==> config.mk <==
export PLATFORM = sky130hd
export DESIGN_NAME = keypad_matrix_press_reporter
export DESIGN_NICKNAME = d
export VERILOG_FILES = /design/src/rtl/kmpr_pkg.sv /design/src/rtl/keypad_matrix_press_reporter.sv /design/src/rtl/kmpr_emitter.sv
export SDC_FILE = /design/constraint.sdc
export NUM_CORES = 1
export LEC_CHECK = 0
export ABC_AREA = 1
export BUFFER_PORTS_ARGS = -buffer_cell sky130_fd_sc_hd__clkbuf_2
export CAP_MARGIN = 20
export CORE_UTILIZATION = 55
export DETAILED_ROUTE_END_ITERATION = 7
export MAX_ROUTING_LAYER = met4
export PLACE_DENSITY_LB_ADDON = 0.2
export SLEW_MARGIN = 20
export SYNTH_ARGS = -nofsm -noshare
export SYNTH_HDL_FRONTEND = slang
export SYNTH_HIERARCHICAL = 1
export SYNTH_SLANG_ARGS = --single-unit
==> constraint.sdc <==
create_clock -name clk_i -period 4 [get_ports clk_i]
set_clock_uncertainty 0.1 [all_clocks]
set_input_delay 0.8 -clock clk_i [delete_from_list [all_inputs] [get_ports clk_i]]
set_output_delay 0.8 -clock clk_i [all_outputs]
set_load 0.005 [all_outputs]
==> src/rtl/kmpr_pkg.sv <==
// ----------------------------------------------------------------------------
// Keypad matrix press reporter package
// Shared payload types, matrix defaults and the HID usage code table.
// ----------------------------------------------------------------------------
package kmpr_pkg;

  localparam int DEFAULT_ROWS = 5;
  localparam int DEFAULT_COLS = 4;

  // Width of the sampled column field; wider matrices see the extra columns
  // as low.
  localparam int COL_FIELD_W  = 4;

  localparam int CODE_COUNT   = 20;
  localparam int KEY_W        = 8;
  localparam int CODE_W       = 8;

  // Code sent in the release report and for keys without a usage entry.
  localparam logic [CODE_W-1:0] NO_KEY_CODE = 8'h00;

  localparam logic [CODE_W-1:0] USAGE_TABLE [CODE_COUNT] = '{
    8'h53, 8'h54, 8'h55, 8'h56,
    8'h5f, 8'h60, 8'h61, 8'h57,
    8'h5c, 8'h5d, 8'h5e, 8'h00,
    8'h59, 8'h5a, 8'h5b, 8'h58,
    8'h62, 8'h00, 8'h63, 8'h00
  };

  typedef struct packed {
    logic [2:0]             row;
    logic [COL_FIELD_W-1:0] col_bits;
  } in_item_t;

  typedef struct packed {
    logic [CODE_W-1:0] key_code;
    logic              last;
  } out_item_t;

  // Keys past the end of the table report no code.
  function automatic logic [CODE_W-1:0] usage_code(input logic [KEY_W-1:0] key);
    logic [CODE_W-1:0] code;
    code = NO_KEY_CODE;
    if (key < KEY_W'(CODE_COUNT)) begin
      code = USAGE_TABLE[key[4:0]];
    end
    return code;
  endfunction

endpackage

==> src/rtl/keypad_matrix_press_reporter.sv <==
// ----------------------------------------------------------------------------
// Keypad matrix press reporter
// Tracks a pressed mark per key of the matrix and reports each new press
// as a key report followed by a release report.
// ----------------------------------------------------------------------------
// A row sample is first held in the job register; its reports are then built into the output register.
// A sample with k new presses gives 2k reports, one report per cycle out of the
// output register while out_ready_i is high, so at most 2*COLS reports per sample.
// Reset: asynchronous, active low; all pressed marks clear and both the held
// row and the output register empty.
module keypad_matrix_press_reporter #(
  parameter int ROWS = kmpr_pkg::DEFAULT_ROWS,
  parameter int COLS = kmpr_pkg::DEFAULT_COLS
) (
  input  logic                clk_i,
  input  logic                rst_ni,
  input  logic                in_valid_i,
  output logic                in_ready_o,
  input  kmpr_pkg::in_item_t  in_item_i,
  output logic                out_valid_o,
  input  logic                out_ready_i,
  output kmpr_pkg::out_item_t out_item_o
);
  import kmpr_pkg::*;

  localparam int ROW_IDX_W = (ROWS > 1) ? $clog2(ROWS) : 1;
  localparam int ROW_CMP_W = 5;

  // One pressed mark per key, one packed row of COLS bits per matrix row.
  logic [ROWS-1:0][COLS-1:0] marks_q, marks_d;

  logic                          in_take;
  logic                          row_ok;
  logic [ROW_IDX_W-1:0]          row_idx;
  logic [COLS+COL_FIELD_W-1:0]   col_ext;
  logic [COLS-1:0]               col_high;
  logic [COLS-1:0]               new_press;
  logic                          job_load;

  assign in_take = in_valid_i && in_ready_o;

  // Samples of rows outside the matrix are dropped without touching state.
  assign row_ok  = ROW_CMP_W'(in_item_i.row) < ROW_CMP_W'(ROWS);
  assign row_idx = ROW_IDX_W'(in_item_i.row);

  // Columns beyond the sampled field read as low, so their marks clear.
  assign col_ext  = (COLS + COL_FIELD_W)'(in_item_i.col_bits);
  assign col_high = col_ext[COLS-1:0];

  // A key is newly pressed when its column is high and its mark is clear.
  assign new_press = col_high & ~marks_q[row_idx];

  // Only samples with at least one new press produce reports; the others
  // finish in the cycle of their transfer.
  assign job_load = in_take && row_ok && (new_press != '0);

  // The marks follow the sampled levels directly: a high column sets the
  // mark and a low column clears it.
  always_comb begin
    marks_d = marks_q;
    if (in_take && row_ok) begin
      marks_d[row_idx] = col_high;
    end
  end

  always_ff @(posedge clk_i or negedge rst_ni) begin
    if (!rst_ni) begin
      marks_q <= '0;
    end else begin
      marks_q <= marks_d;
    end
  end

  // The emitter holds one row's new presses while its reports drain. A new
  // sample is taken in the cycle the last report of the previous one moves
  // into the output register, so the marks are always current.
  kmpr_emitter #(
    .ROWS (ROWS),
    .COLS (COLS)
  ) u_emitter (
    .clk_i        (clk_i),
    .rst_ni       (rst_ni),
    .load_valid_i (job_load),
    .load_ready_o (in_ready_o),
    .load_row_i   (row_idx),
    .load_mask_i  (new_press),
    .out_valid_o  (out_valid_o),
    .out_ready_i  (out_ready_i),
    .out_item_o   (out_item_o)
  );

  // The final report of a sample is always a release report.
  assert property (@(posedge clk_i) disable iff (!rst_ni)
    out_valid_o && out_item_o.last |-> out_item_o.key_code == NO_KEY_CODE)
    else $error("last report is not a release report");

  // A sample with new presses keeps the input stalled for at least its
  // key report and release report.
  assert property (@(posedge clk_i) disable iff (!rst_ni)
    job_load |=> !in_ready_o)
    else $error("input accepted while reports of a press are pending");

  // A sample for a row outside the matrix leaves every mark unchanged.
  assert property (@(posedge clk_i) disable iff (!rst_ni)
    in_take && !row_ok |=> $stable(marks_q))
    else $error("out-of-range row changed the pressed marks");

  // A report can only appear after a press was loaded or while one drains.
  assert property (@(posedge clk_i) disable iff (!rst_ni)
    $rose(out_valid_o) |-> $past(!in_ready_o) || $past(job_load))
    else $error("report produced without a pending press");

endmodule

==> src/rtl/kmpr_emitter.sv <==
// ----------------------------------------------------------------------------
// Keypad report emitter
// Holds the new-press mask of one row sample and walks it from the lowest
// column up, sending a key report and a release report for each press.
// ----------------------------------------------------------------------------
module kmpr_emitter #(
  parameter int ROWS = kmpr_pkg::DEFAULT_ROWS,
  parameter int COLS = kmpr_pkg::DEFAULT_COLS
) (
  input  logic                                 clk_i,
  input  logic                                 rst_ni,
  input  logic                                 load_valid_i,
  output logic                                 load_ready_o,
  input  logic [(ROWS > 1 ? $clog2(ROWS) : 1)-1:0] load_row_i,
  input  logic [COLS-1:0]                      load_mask_i,
  output logic                                 out_valid_o,
  input  logic                                 out_ready_i,
  output kmpr_pkg::out_item_t                  out_item_o
);
  import kmpr_pkg::*;

  localparam int ROW_IDX_W = (ROWS > 1) ? $clog2(ROWS) : 1;
  localparam int COL_IDX_W = (COLS > 1) ? $clog2(COLS) : 1;

  logic                 job_valid_q, job_valid_d;
  logic                 job_phase_q, job_phase_d;
  logic [ROW_IDX_W-1:0] job_row_q, job_row_d;
  logic [COLS-1:0]      job_mask_q, job_mask_d;
  logic                 out_valid_q, out_valid_d;
  out_item_t            out_item_q, out_item_d;

  logic [COL_IDX_W-1:0] sel_col;
  logic                 sel_found;
  logic [COLS-1:0]      rest_mask;
  logic [KEY_W-1:0]     sel_key;
  logic                 out_load;
  logic                 job_done;
  logic                 load_take;

  // Lowest pending column of the held row.
  always_comb begin
    sel_col   = '0;
    sel_found = 1'b0;
    for (int j = 0; j < COLS; j++) begin
      if (!sel_found && job_mask_q[j]) begin
        sel_col   = COL_IDX_W'(j);
        sel_found = 1'b1;
      end
    end
  end

  assign rest_mask = job_mask_q & (job_mask_q - COLS'(1));
  assign sel_key   = KEY_W'(job_row_q) * KEY_W'(COLS) + KEY_W'(sel_col);

  assign out_load     = job_valid_q && (!out_valid_q || out_ready_i);
  assign job_done     = out_load && job_phase_q && (rest_mask == '0);
  assign load_ready_o = !job_valid_q || job_done;
  assign load_take    = load_valid_i && load_ready_o;

  always_comb begin
    job_valid_d = job_valid_q;
    job_phase_d = job_phase_q;
    job_row_d   = job_row_q;
    job_mask_d  = job_mask_q;
    out_valid_d = out_valid_q;
    out_item_d  = out_item_q;

    if (out_valid_q && out_ready_i) begin
      out_valid_d = 1'b0;
    end

    if (out_load) begin
      out_valid_d = 1'b1;
      if (!job_phase_q) begin
        out_item_d.key_code = usage_code(sel_key);
        out_item_d.last     = 1'b0;
        job_phase_d         = 1'b1;
      end else begin
        out_item_d.key_code = NO_KEY_CODE;
        out_item_d.last     = (rest_mask == '0);
        job_phase_d         = 1'b0;
        job_mask_d          = rest_mask;
      end
    end

    if (job_done) begin
      job_valid_d = 1'b0;
    end

    if (load_take) begin
      job_valid_d = 1'b1;
      job_phase_d = 1'b0;
      job_row_d   = load_row_i;
      job_mask_d  = load_mask_i;
    end
  end

  always_ff @(posedge clk_i or negedge rst_ni) begin
    if (!rst_ni) begin
      job_valid_q <= 1'b0;
      job_phase_q <= 1'b0;
      out_valid_q <= 1'b0;
    end else begin
      job_valid_q <= job_valid_d;
      job_phase_q <= job_phase_d;
      out_valid_q <= out_valid_d;
    end
  end

  always_ff @(posedge clk_i) begin
    job_row_q  <= job_row_d;
    job_mask_q <= job_mask_d;
    out_item_q <= out_item_d;
  end

  assign out_valid_o = out_valid_q;
  assign out_item_o  = out_item_q;

endmodule
After elaboration in Yosys (flattened, before gate mapping)
Memory sizes are Yosys's and may differ from the RTL's. A register that Yosys moved wholly into a read port is not among the register bits.
Cells that the tools add are included.
{"block": "op_classes", "n_addsub": 2, "order_cmp": 4, "mux": 21, "bitwise": 5, "n_reduce_logical": 27}
{"operator": "$bwmux 20", "count": 1}
{"operator": "$mux 4", "count": 5}
{"operator": "$bmux 4 s3", "count": 1}
{"operator": "$demux 4 s3", "count": 1}
{"operator": "$logic_and 1x1->1", "count": 12}
{"operator": "$mux 1", "count": 11}
{"operator": "$and 4x4->4", "count": 2}
{"operator": "$lt 8x5->1 const B", "count": 1}
{"operator": "$reduce_bool 2->1", "count": 4}
{"operator": "$add 5x2->6", "count": 1}
{"operator": "$not 5->6", "count": 1}
{"operator": "$logic_not 1->1", "count": 5}
{"operator": "$logic_not 4->1", "count": 1}
{"operator": "$lt 3x4->1 const B", "count": 1}
{"operator": "$mux 2", "count": 2}
{"operator": "$not 4->4", "count": 1}
{"operator": "$reduce_bool 4->1", "count": 1}
{"operator": "$sub 4x1->4 const B", "count": 1}
{"operator": "$ge 3x1->1 const B", "count": 1}
{"operator": "$lt 3x3->1 const B", "count": 1}
{"operator": "$logic_or 1x1->1", "count": 2}
{"operator": "$reduce_and 2->1", "count": 1}
{"operator": "$reduce_or 2->1", "count": 1}
{"operator": "$not 1->1", "count": 1}
{"block": "word_totals", "reg_bits": 31, "romBits": 256, "input_bits": 11, "out_inout_bits": 11, "memories": 1}
{"name": "(no name shown)", "depth": 32, "word_bits": 8, "rd": 1, "rd_clocked_by_memory_dff": 1, "wr": 0, "line_no": "kmpr_pkg.sv:44", "text": "code = USAGE_TABLE[key[4:0]];"}

Longest topological paths before layout
{"block": "logic_depth", "ltp_word": 14, "ltp_mapped": 14, "mapped_depth_nobuf": 13}

Cells and area by module
Netlist, hierarchy kept.
{"mod": "keypad_matrix_press_reporter", "n_inst": 1, "cells_each": 141, "area_per_inst_um2": 1047.3}
{"mod": "kmpr_emitter", "n_inst": 1, "cells_each": 109, "area_per_inst_um2": 996.0}

Least setup slack after synthesis
OpenSTA, ideal clock, no wires.
{"block": "synth_path", "kind": "in2reg", "startpoint": "input port in_item_i[4] in the netlist's numbering", "endpoint": "register u_emitter.job_mask_q[1], data pin", "setup_time_ns": 0.255, "arrival_ns": 2.054, "path_slack_ns": 1.591, "stages": 14, "cell_sequence": "buf_6 > inv_2 > buf_4 > nand2_1 > nand3_1 > nand2_1 > inv_1 > nand2_1 > nand2_1 > nor2_1 > nor2_1 > inv_1 > o21bai_1 > nand2_1"}
{"block": "synth_between", "elab_chain_len": 8, "elab_cells_between_ends": 10, "cone_classes": "order compare (1); mux (3); bitwise (2); reduce/logical (4)"}
{"item": "start, declared", "line_no": "keypad_matrix_press_reporter.sv:19", "text": "input kmpr_pkg::in_item_t in_item_i,"}
{"item": "$bmux 4 s3", "line_no": "keypad_matrix_press_reporter.sv:51", "text": "assign new_press = col_high & ~marks_q[row_idx];"}
{"item": "$mux 4 (not written as such)", "line_no": "keypad_matrix_press_reporter.sv:51"}
{"item": "$not 4->4", "line_no": "keypad_matrix_press_reporter.sv:51"}
{"item": "$and 4x4->4", "line_no": "keypad_matrix_press_reporter.sv:51"}
{"item": "$reduce_bool 4->1", "line_no": "keypad_matrix_press_reporter.sv:55", "text": "assign job_load = in_take && row_ok && (new_press != '0);"}
{"item": "$logic_and 1x1->1 (*)", "line_no": "keypad_matrix_press_reporter.sv:55"}
{"item": "net job_load", "line_no": "keypad_matrix_press_reporter.sv:38", "text": "logic job_load;"}
{"item": "$logic_and 1x1->1 (*)", "line_no": "kmpr_emitter.sv:58", "text": "assign load_take = load_valid_i && load_ready_o;"}
{"item": "$mux 4 (*)", "line_no": "kmpr_emitter.sv:90", "text": "if (load_take) begin"}
{"item": "net u_emitter.job_mask_d[1]", "line_no": "kmpr_emitter.sv:28", "text": "logic [COLS-1:0] job_mask_q, job_mask_d;"}
{"item": "end signal, assigned", "line_no": "kmpr_emitter.sv:112", "text": "job_mask_q <= job_mask_d;"}
{"item": "end, declared", "line_no": "kmpr_emitter.sv:28"}
Mark *: on every way through the listed nets, which the timed path passes. The rest lies on a longest branch. The select of a mux whose other input is x is not followed.
A chain may end at the register's enable or synchronous reset.

Worst setup path in the final report
{"block": "layout_path", "startpoint": "register u_emitter.job_mask_q[0]", "endpoint": "register u_emitter.job_mask_q[1], data pin"}
{"block": "layout_between", "elab_chain_len": 10, "elab_cells_between_ends": 12, "cone_classes": "add/sub (1); mux (3); bitwise (1); reduce/logical (7)"}
{"item": "$sub 4x1->4", "line_no": "kmpr_emitter.sv:52", "text": "assign rest_mask = job_mask_q & (job_mask_q - COLS'(1));"}
{"item": "$and 4x4->4 (*)", "line_no": "kmpr_emitter.sv:52"}
{"item": "$logic_not 4->1 (*)", "line_no": "kmpr_emitter.sv:56", "text": "assign job_done = out_load && job_phase_q && (rest_mask == '0);"}
{"item": "$logic_and 1x1->1 (*)", "line_no": "kmpr_emitter.sv:56"}
{"item": "$logic_or 1x1->1 (*)", "line_no": "kmpr_emitter.sv:57", "text": "assign load_ready_o = !job_valid_q || job_done;"}
{"item": "$logic_and 1x1->1 (*)", "line_no": "keypad_matrix_press_reporter.sv:40", "text": "assign in_take = in_valid_i && in_ready_o;"}
{"item": "$logic_and 1x1->1 (*) (2 in a row)", "line_no": "keypad_matrix_press_reporter.sv:55"}
{"item": "net job_load", "line_no": "keypad_matrix_press_reporter.sv:38"}
{"item": "$logic_and 1x1->1 (*)", "line_no": "kmpr_emitter.sv:58"}
{"item": "$mux 4 (*)", "line_no": "kmpr_emitter.sv:90"}
{"item": "net u_emitter.job_mask_d[1]", "line_no": "kmpr_emitter.sv:28"}
Marks and branches as above.

==> impl_metrics.py <==
metrics = {
    "status": {
        "outcome": "finished clean",
    },
    "drt": {
        "ant_nets": 0,
        "wire_per_inst_um": 12.2,
        "postRouteWirelength_um": 3900,
        "drc": 0,
        "via_count": 1659,
        "drt_first_pass_iters": 4,
        "initialDrtViolationCount": 88,
        "avgViaCountPerCell": 5.18,
    },
    "power": {
        "power.share.clock_pct": 20.7,
        "power.switching_uw": 553,
        "switching_share_pct": 36.1,
        "fin_total_pwr_uw": 1530,
        "internal-power_uw": 980,
        "vdd_ir_drop_max_v": 0.000423,
        "power.sequential.fraction_pct": 45.6,
        "power_per_cell_area_nw_per_um2": 675,
        "pwr-share-comb_pct": 33.8,
        "leakage_uw": 0.00115,
    },
    "synth": {
        "ys_ff_latch": 38,
        "synth_top_cell_by_area": "sky130_fd_sc_hd__dfrtp_1",
        "synthesis.instances": 250,
        "seq_area_frac_synth_pct": 50.2,
        "netlist_top_cells_area": "sky130_fd_sc_hd__dfrtp_1 (28%), sky130_fd_sc_hd__edfxtp_1 (22%), sky130_fd_sc_hd__nand2_1 (12%)",
        "synth_warnings": 6,
        "postSynthAreaPerCell_um2": 8.17,
        "post_synth_num_cell_types": 27,
        "synth_top_area_share_pct": 28.2,
        "mappedNetlistArea_um2": 2040,
        "synth_nets": 266,
    },
    "final_layout": {
        "antenna_cells_inserted": 0,
        "most_common_library_cell_in_the_layout_ignoring_fill_and_taps": "sky130_fd_sc_hd__nand2_1",
        "finish.instance_area_um2": 2270,
        "drive_gt1_share_pct": 15.3,
        "num-nets-final": 289,
        "final_core_utilization_pct": 66.0,
        "area_delta_synth_final_pct": 11.2,
        "most-common-layout-cells": "sky130_fd_sc_hd__nand2_1 (68), sky130_fd_sc_hd__inv_1 (37), sky130_fd_sc_hd__dfrtp_1 (23)",
    },
    "placed_design": {
        "placed_cell_areas_um2": 2160,
        "last_weighted_congestion_value_of_the_routability_driven_placer": 0.981,
        "detailedPlacementHpwl_um": 2860,
        "placement.io_buffers": 20,
    },
    "setup_path": {
        "crit_top_cell": "sky130_fd_sc_hd__nand2_1",
        "critical_path_class": "flop to flop",
        "timing.critical_path.required_ns": 3.95,
        "worstPathCellList": "nand2_1 -> nand2_1 -> nor2_1 -> nand3_2 -> nand2_4 -> nand2_1 -> inv_1 -> o21ai_0 -> nor2_1 -> inv_1 -> o21bai_1 -> nand2_1",
        "slowest_stage": "sky130_fd_sc_hd__edfxtp_1",
        "worstPathArrival_ns": 2.39,
        "setup.worst_path.start_class": "flop",
        "crit_path_max_incr_delay_ns": 0.44,
        "critPathCaptureType": "flop",
        "critical_path.max_fanout": 7,
    },
    "clock_tree": {
        "clock_insertion_delay_worst_skew_ns": 0.29,
        "clkSlewWorstSetupHoldPaths_ns": 0.07,
        "clock_sinks": 38,
        "setup_fix_buffers_added_after_clock_tree_synthesis": 0,
        "cts-buffers-inserted": 5,
        "h_tree_depth": 2,
        "tritoncts_clock_tree": "done",
        "cts_repair_resized_insts": 0,
        "max-clock-path-buffers": 2,
        "clk_root_buf": "sky130_fd_sc_hd__clkbuf_8",
        "cts-hold-fix-buffers": 0,
    },
    "flow_run": {
        "max_cap_violations": 0,
    },
    "grt": {
        "grt_antenna_before_repair": 0,
        "grt_start_max_net_pins": 24,
        "number_of_global_route_vias_before_repair": 1537,
        "globalRoute.totalOverflow": 0,
        "grt_usage_pct": 23.4,
        "wire_length_of_the_first_global_routing_pass_um": 6870,
    },
    "floorplan": {
        "area_inside_the_core_boundary_um2": 3440,
        "y_dimension_of_the_die_um": 63.0,
        "num_io_pins": 22,
        "placement_rows": 21,
        "floorplan.initialDensity_pct": 59.4,
        "die_area_um2": 3960,
        "die_width_um": 63.0,
    },
    "timing": {
        "crit_path_time_final_ns": 2.43,
        "setup-violations-final": 0,
        "rsz0062_at_grt": "false",
        "maxSlewViolCount": 0,
        "finalHoldViolations": 0,
        "setup_total_negative_slack_ns": 0,
        "final.period_utilization_pct": 60.8,
        "tightestPinTransition_ns": 0.586,
        "max-slew-margin-rel_pct": 60.9,
        "timing.fmax_mhz": 411,
    },
    "min_path": {
        "holdCritPathClass": "input pin to asynchronous set/reset pin",
    },
}
[layer usage]
layer / vias up / track usage, % / wire (um)
met5: - / - / 0
met4: 0 / 12.5 / 97
met3: 16 / 3.83 / 149
met2: 51 / 39.2 / 1950
met1: 749 / 26.7 / 1700
li1: 843 / - / -
[kinds of logic (layout without fill, tap and decap cells)]
| logic type | count (synthesis) | in the layout | synth area share (%) |
|---|---|---|---|
| AOI/OAI and AO/OA | 39 | 39 | 10.3 |
| and+or+nand+nor | 120 | 120 | 26.5 |
| other | 1 | 1 | 0.184 |
| DFF | 38 | 38 | 50.2 |
| adders and majority gates | 5 | 5 | 3.06 |
| buffers and inverters | 47 | 71 | 9.74 |
[through the flow]
step	instances	hold WS, ns	setup WS (ns)
finish	320	0.390	1.57
global route	320	0.418	1.30
CTS	320	0.392	1.57
detailed placement	312	0.375	1.30
global placement	312	0.366	1.36
floorplan	250	0.353	1.59
[Yosys cell counts]
cell	instances
sky130_fd_sc_hd__a211oi_1	1
sky130_fd_sc_hd__a21o_1	1
sky130_fd_sc_hd__a21oi_1	11
sky130_fd_sc_hd__buf_4	2
sky130_fd_sc_hd__buf_6	2
sky130_fd_sc_hd__clkinv_1	1
sky130_fd_sc_hd__conb_1	1
sky130_fd_sc_hd__dfrtp_1	23
sky130_fd_sc_hd__edfxtp_1	15
sky130_fd_sc_hd__ha_1	5
sky130_fd_sc_hd__inv_1	37
sky130_fd_sc_hd__inv_2	5
sky130_fd_sc_hd__nand2_1	68
sky130_fd_sc_hd__nand2_4	2
sky130_fd_sc_hd__nand3_1	20
sky130_fd_sc_hd__nand3_2	1
sky130_fd_sc_hd__nand4_1	4
sky130_fd_sc_hd__nor2_1	19
sky130_fd_sc_hd__nor2_2	3
sky130_fd_sc_hd__nor2_4	1
sky130_fd_sc_hd__nor3_1	1
sky130_fd_sc_hd__nor4_4	1
sky130_fd_sc_hd__o211ai_1	2
sky130_fd_sc_hd__o21ai_0	19
sky130_fd_sc_hd__o21ai_1	3
sky130_fd_sc_hd__o21ai_2	1
sky130_fd_sc_hd__o21bai_1	1
[power groups by stage]
stage / Sequential (uW) / Clock, uW / Combinational (uW)
6_report: 699 / 317 / 518
5_1_grt: 716 / 337 / 605
4_1_cts: 698 / 324 / 520
3_5_place_dp: 704 / 0 / 515
3_3_place_gp: 703 / 0 / 506
2_1_floorplan: 693 / 0 / 374
[layout make-up]
type,count,area [um^2]
fill,288,1170
sequential,38,1030
multi-input combinational,165,818
inverter,43,161
timing repair buffer,20,100
clock buffer,5,68.8
tap,46,57.6
clock inverter,3,40.0
[state kept, by name, indices dropped and copies added (netlist names)]
register               flops
marks_q                   20
u_emitter/out_valid_o      1
u_emitter/job_valid_q      1
u_emitter/job_mask_q       4
u_emitter/job_row_q        3
u_emitter/job_phase_q      1
u_emitter/out_item_o       8
[final timing paths]
check,from,end,slack [ns],depth (start not counted)
worst min-delay path,rst_ni,marks_q[4],0.39,1
min in group clk_i,marks_q[0],marks_q[0],0.39,2
worst min register to register,marks_q[0],marks_q[0],0.39,2
worst max-delay path,u_emitter/job_mask_q[0],u_emitter/job_mask_q[1],1.57,12
worst max register to register,u_emitter/job_mask_q[0],u_emitter/job_mask_q[1],1.57,12
max in group asynchronous,rst_ni,marks_q[14],3.02,1
[worst max-delay path, delay by kind of cell, from the launching register on]
kind            cells  cell delay (ns)
flops               1             0.44
buf+inv             2             0.30
compound gates      2             0.26
simple gates        8             1.10
Note: power is estimated with default switching activity, not from simulation.
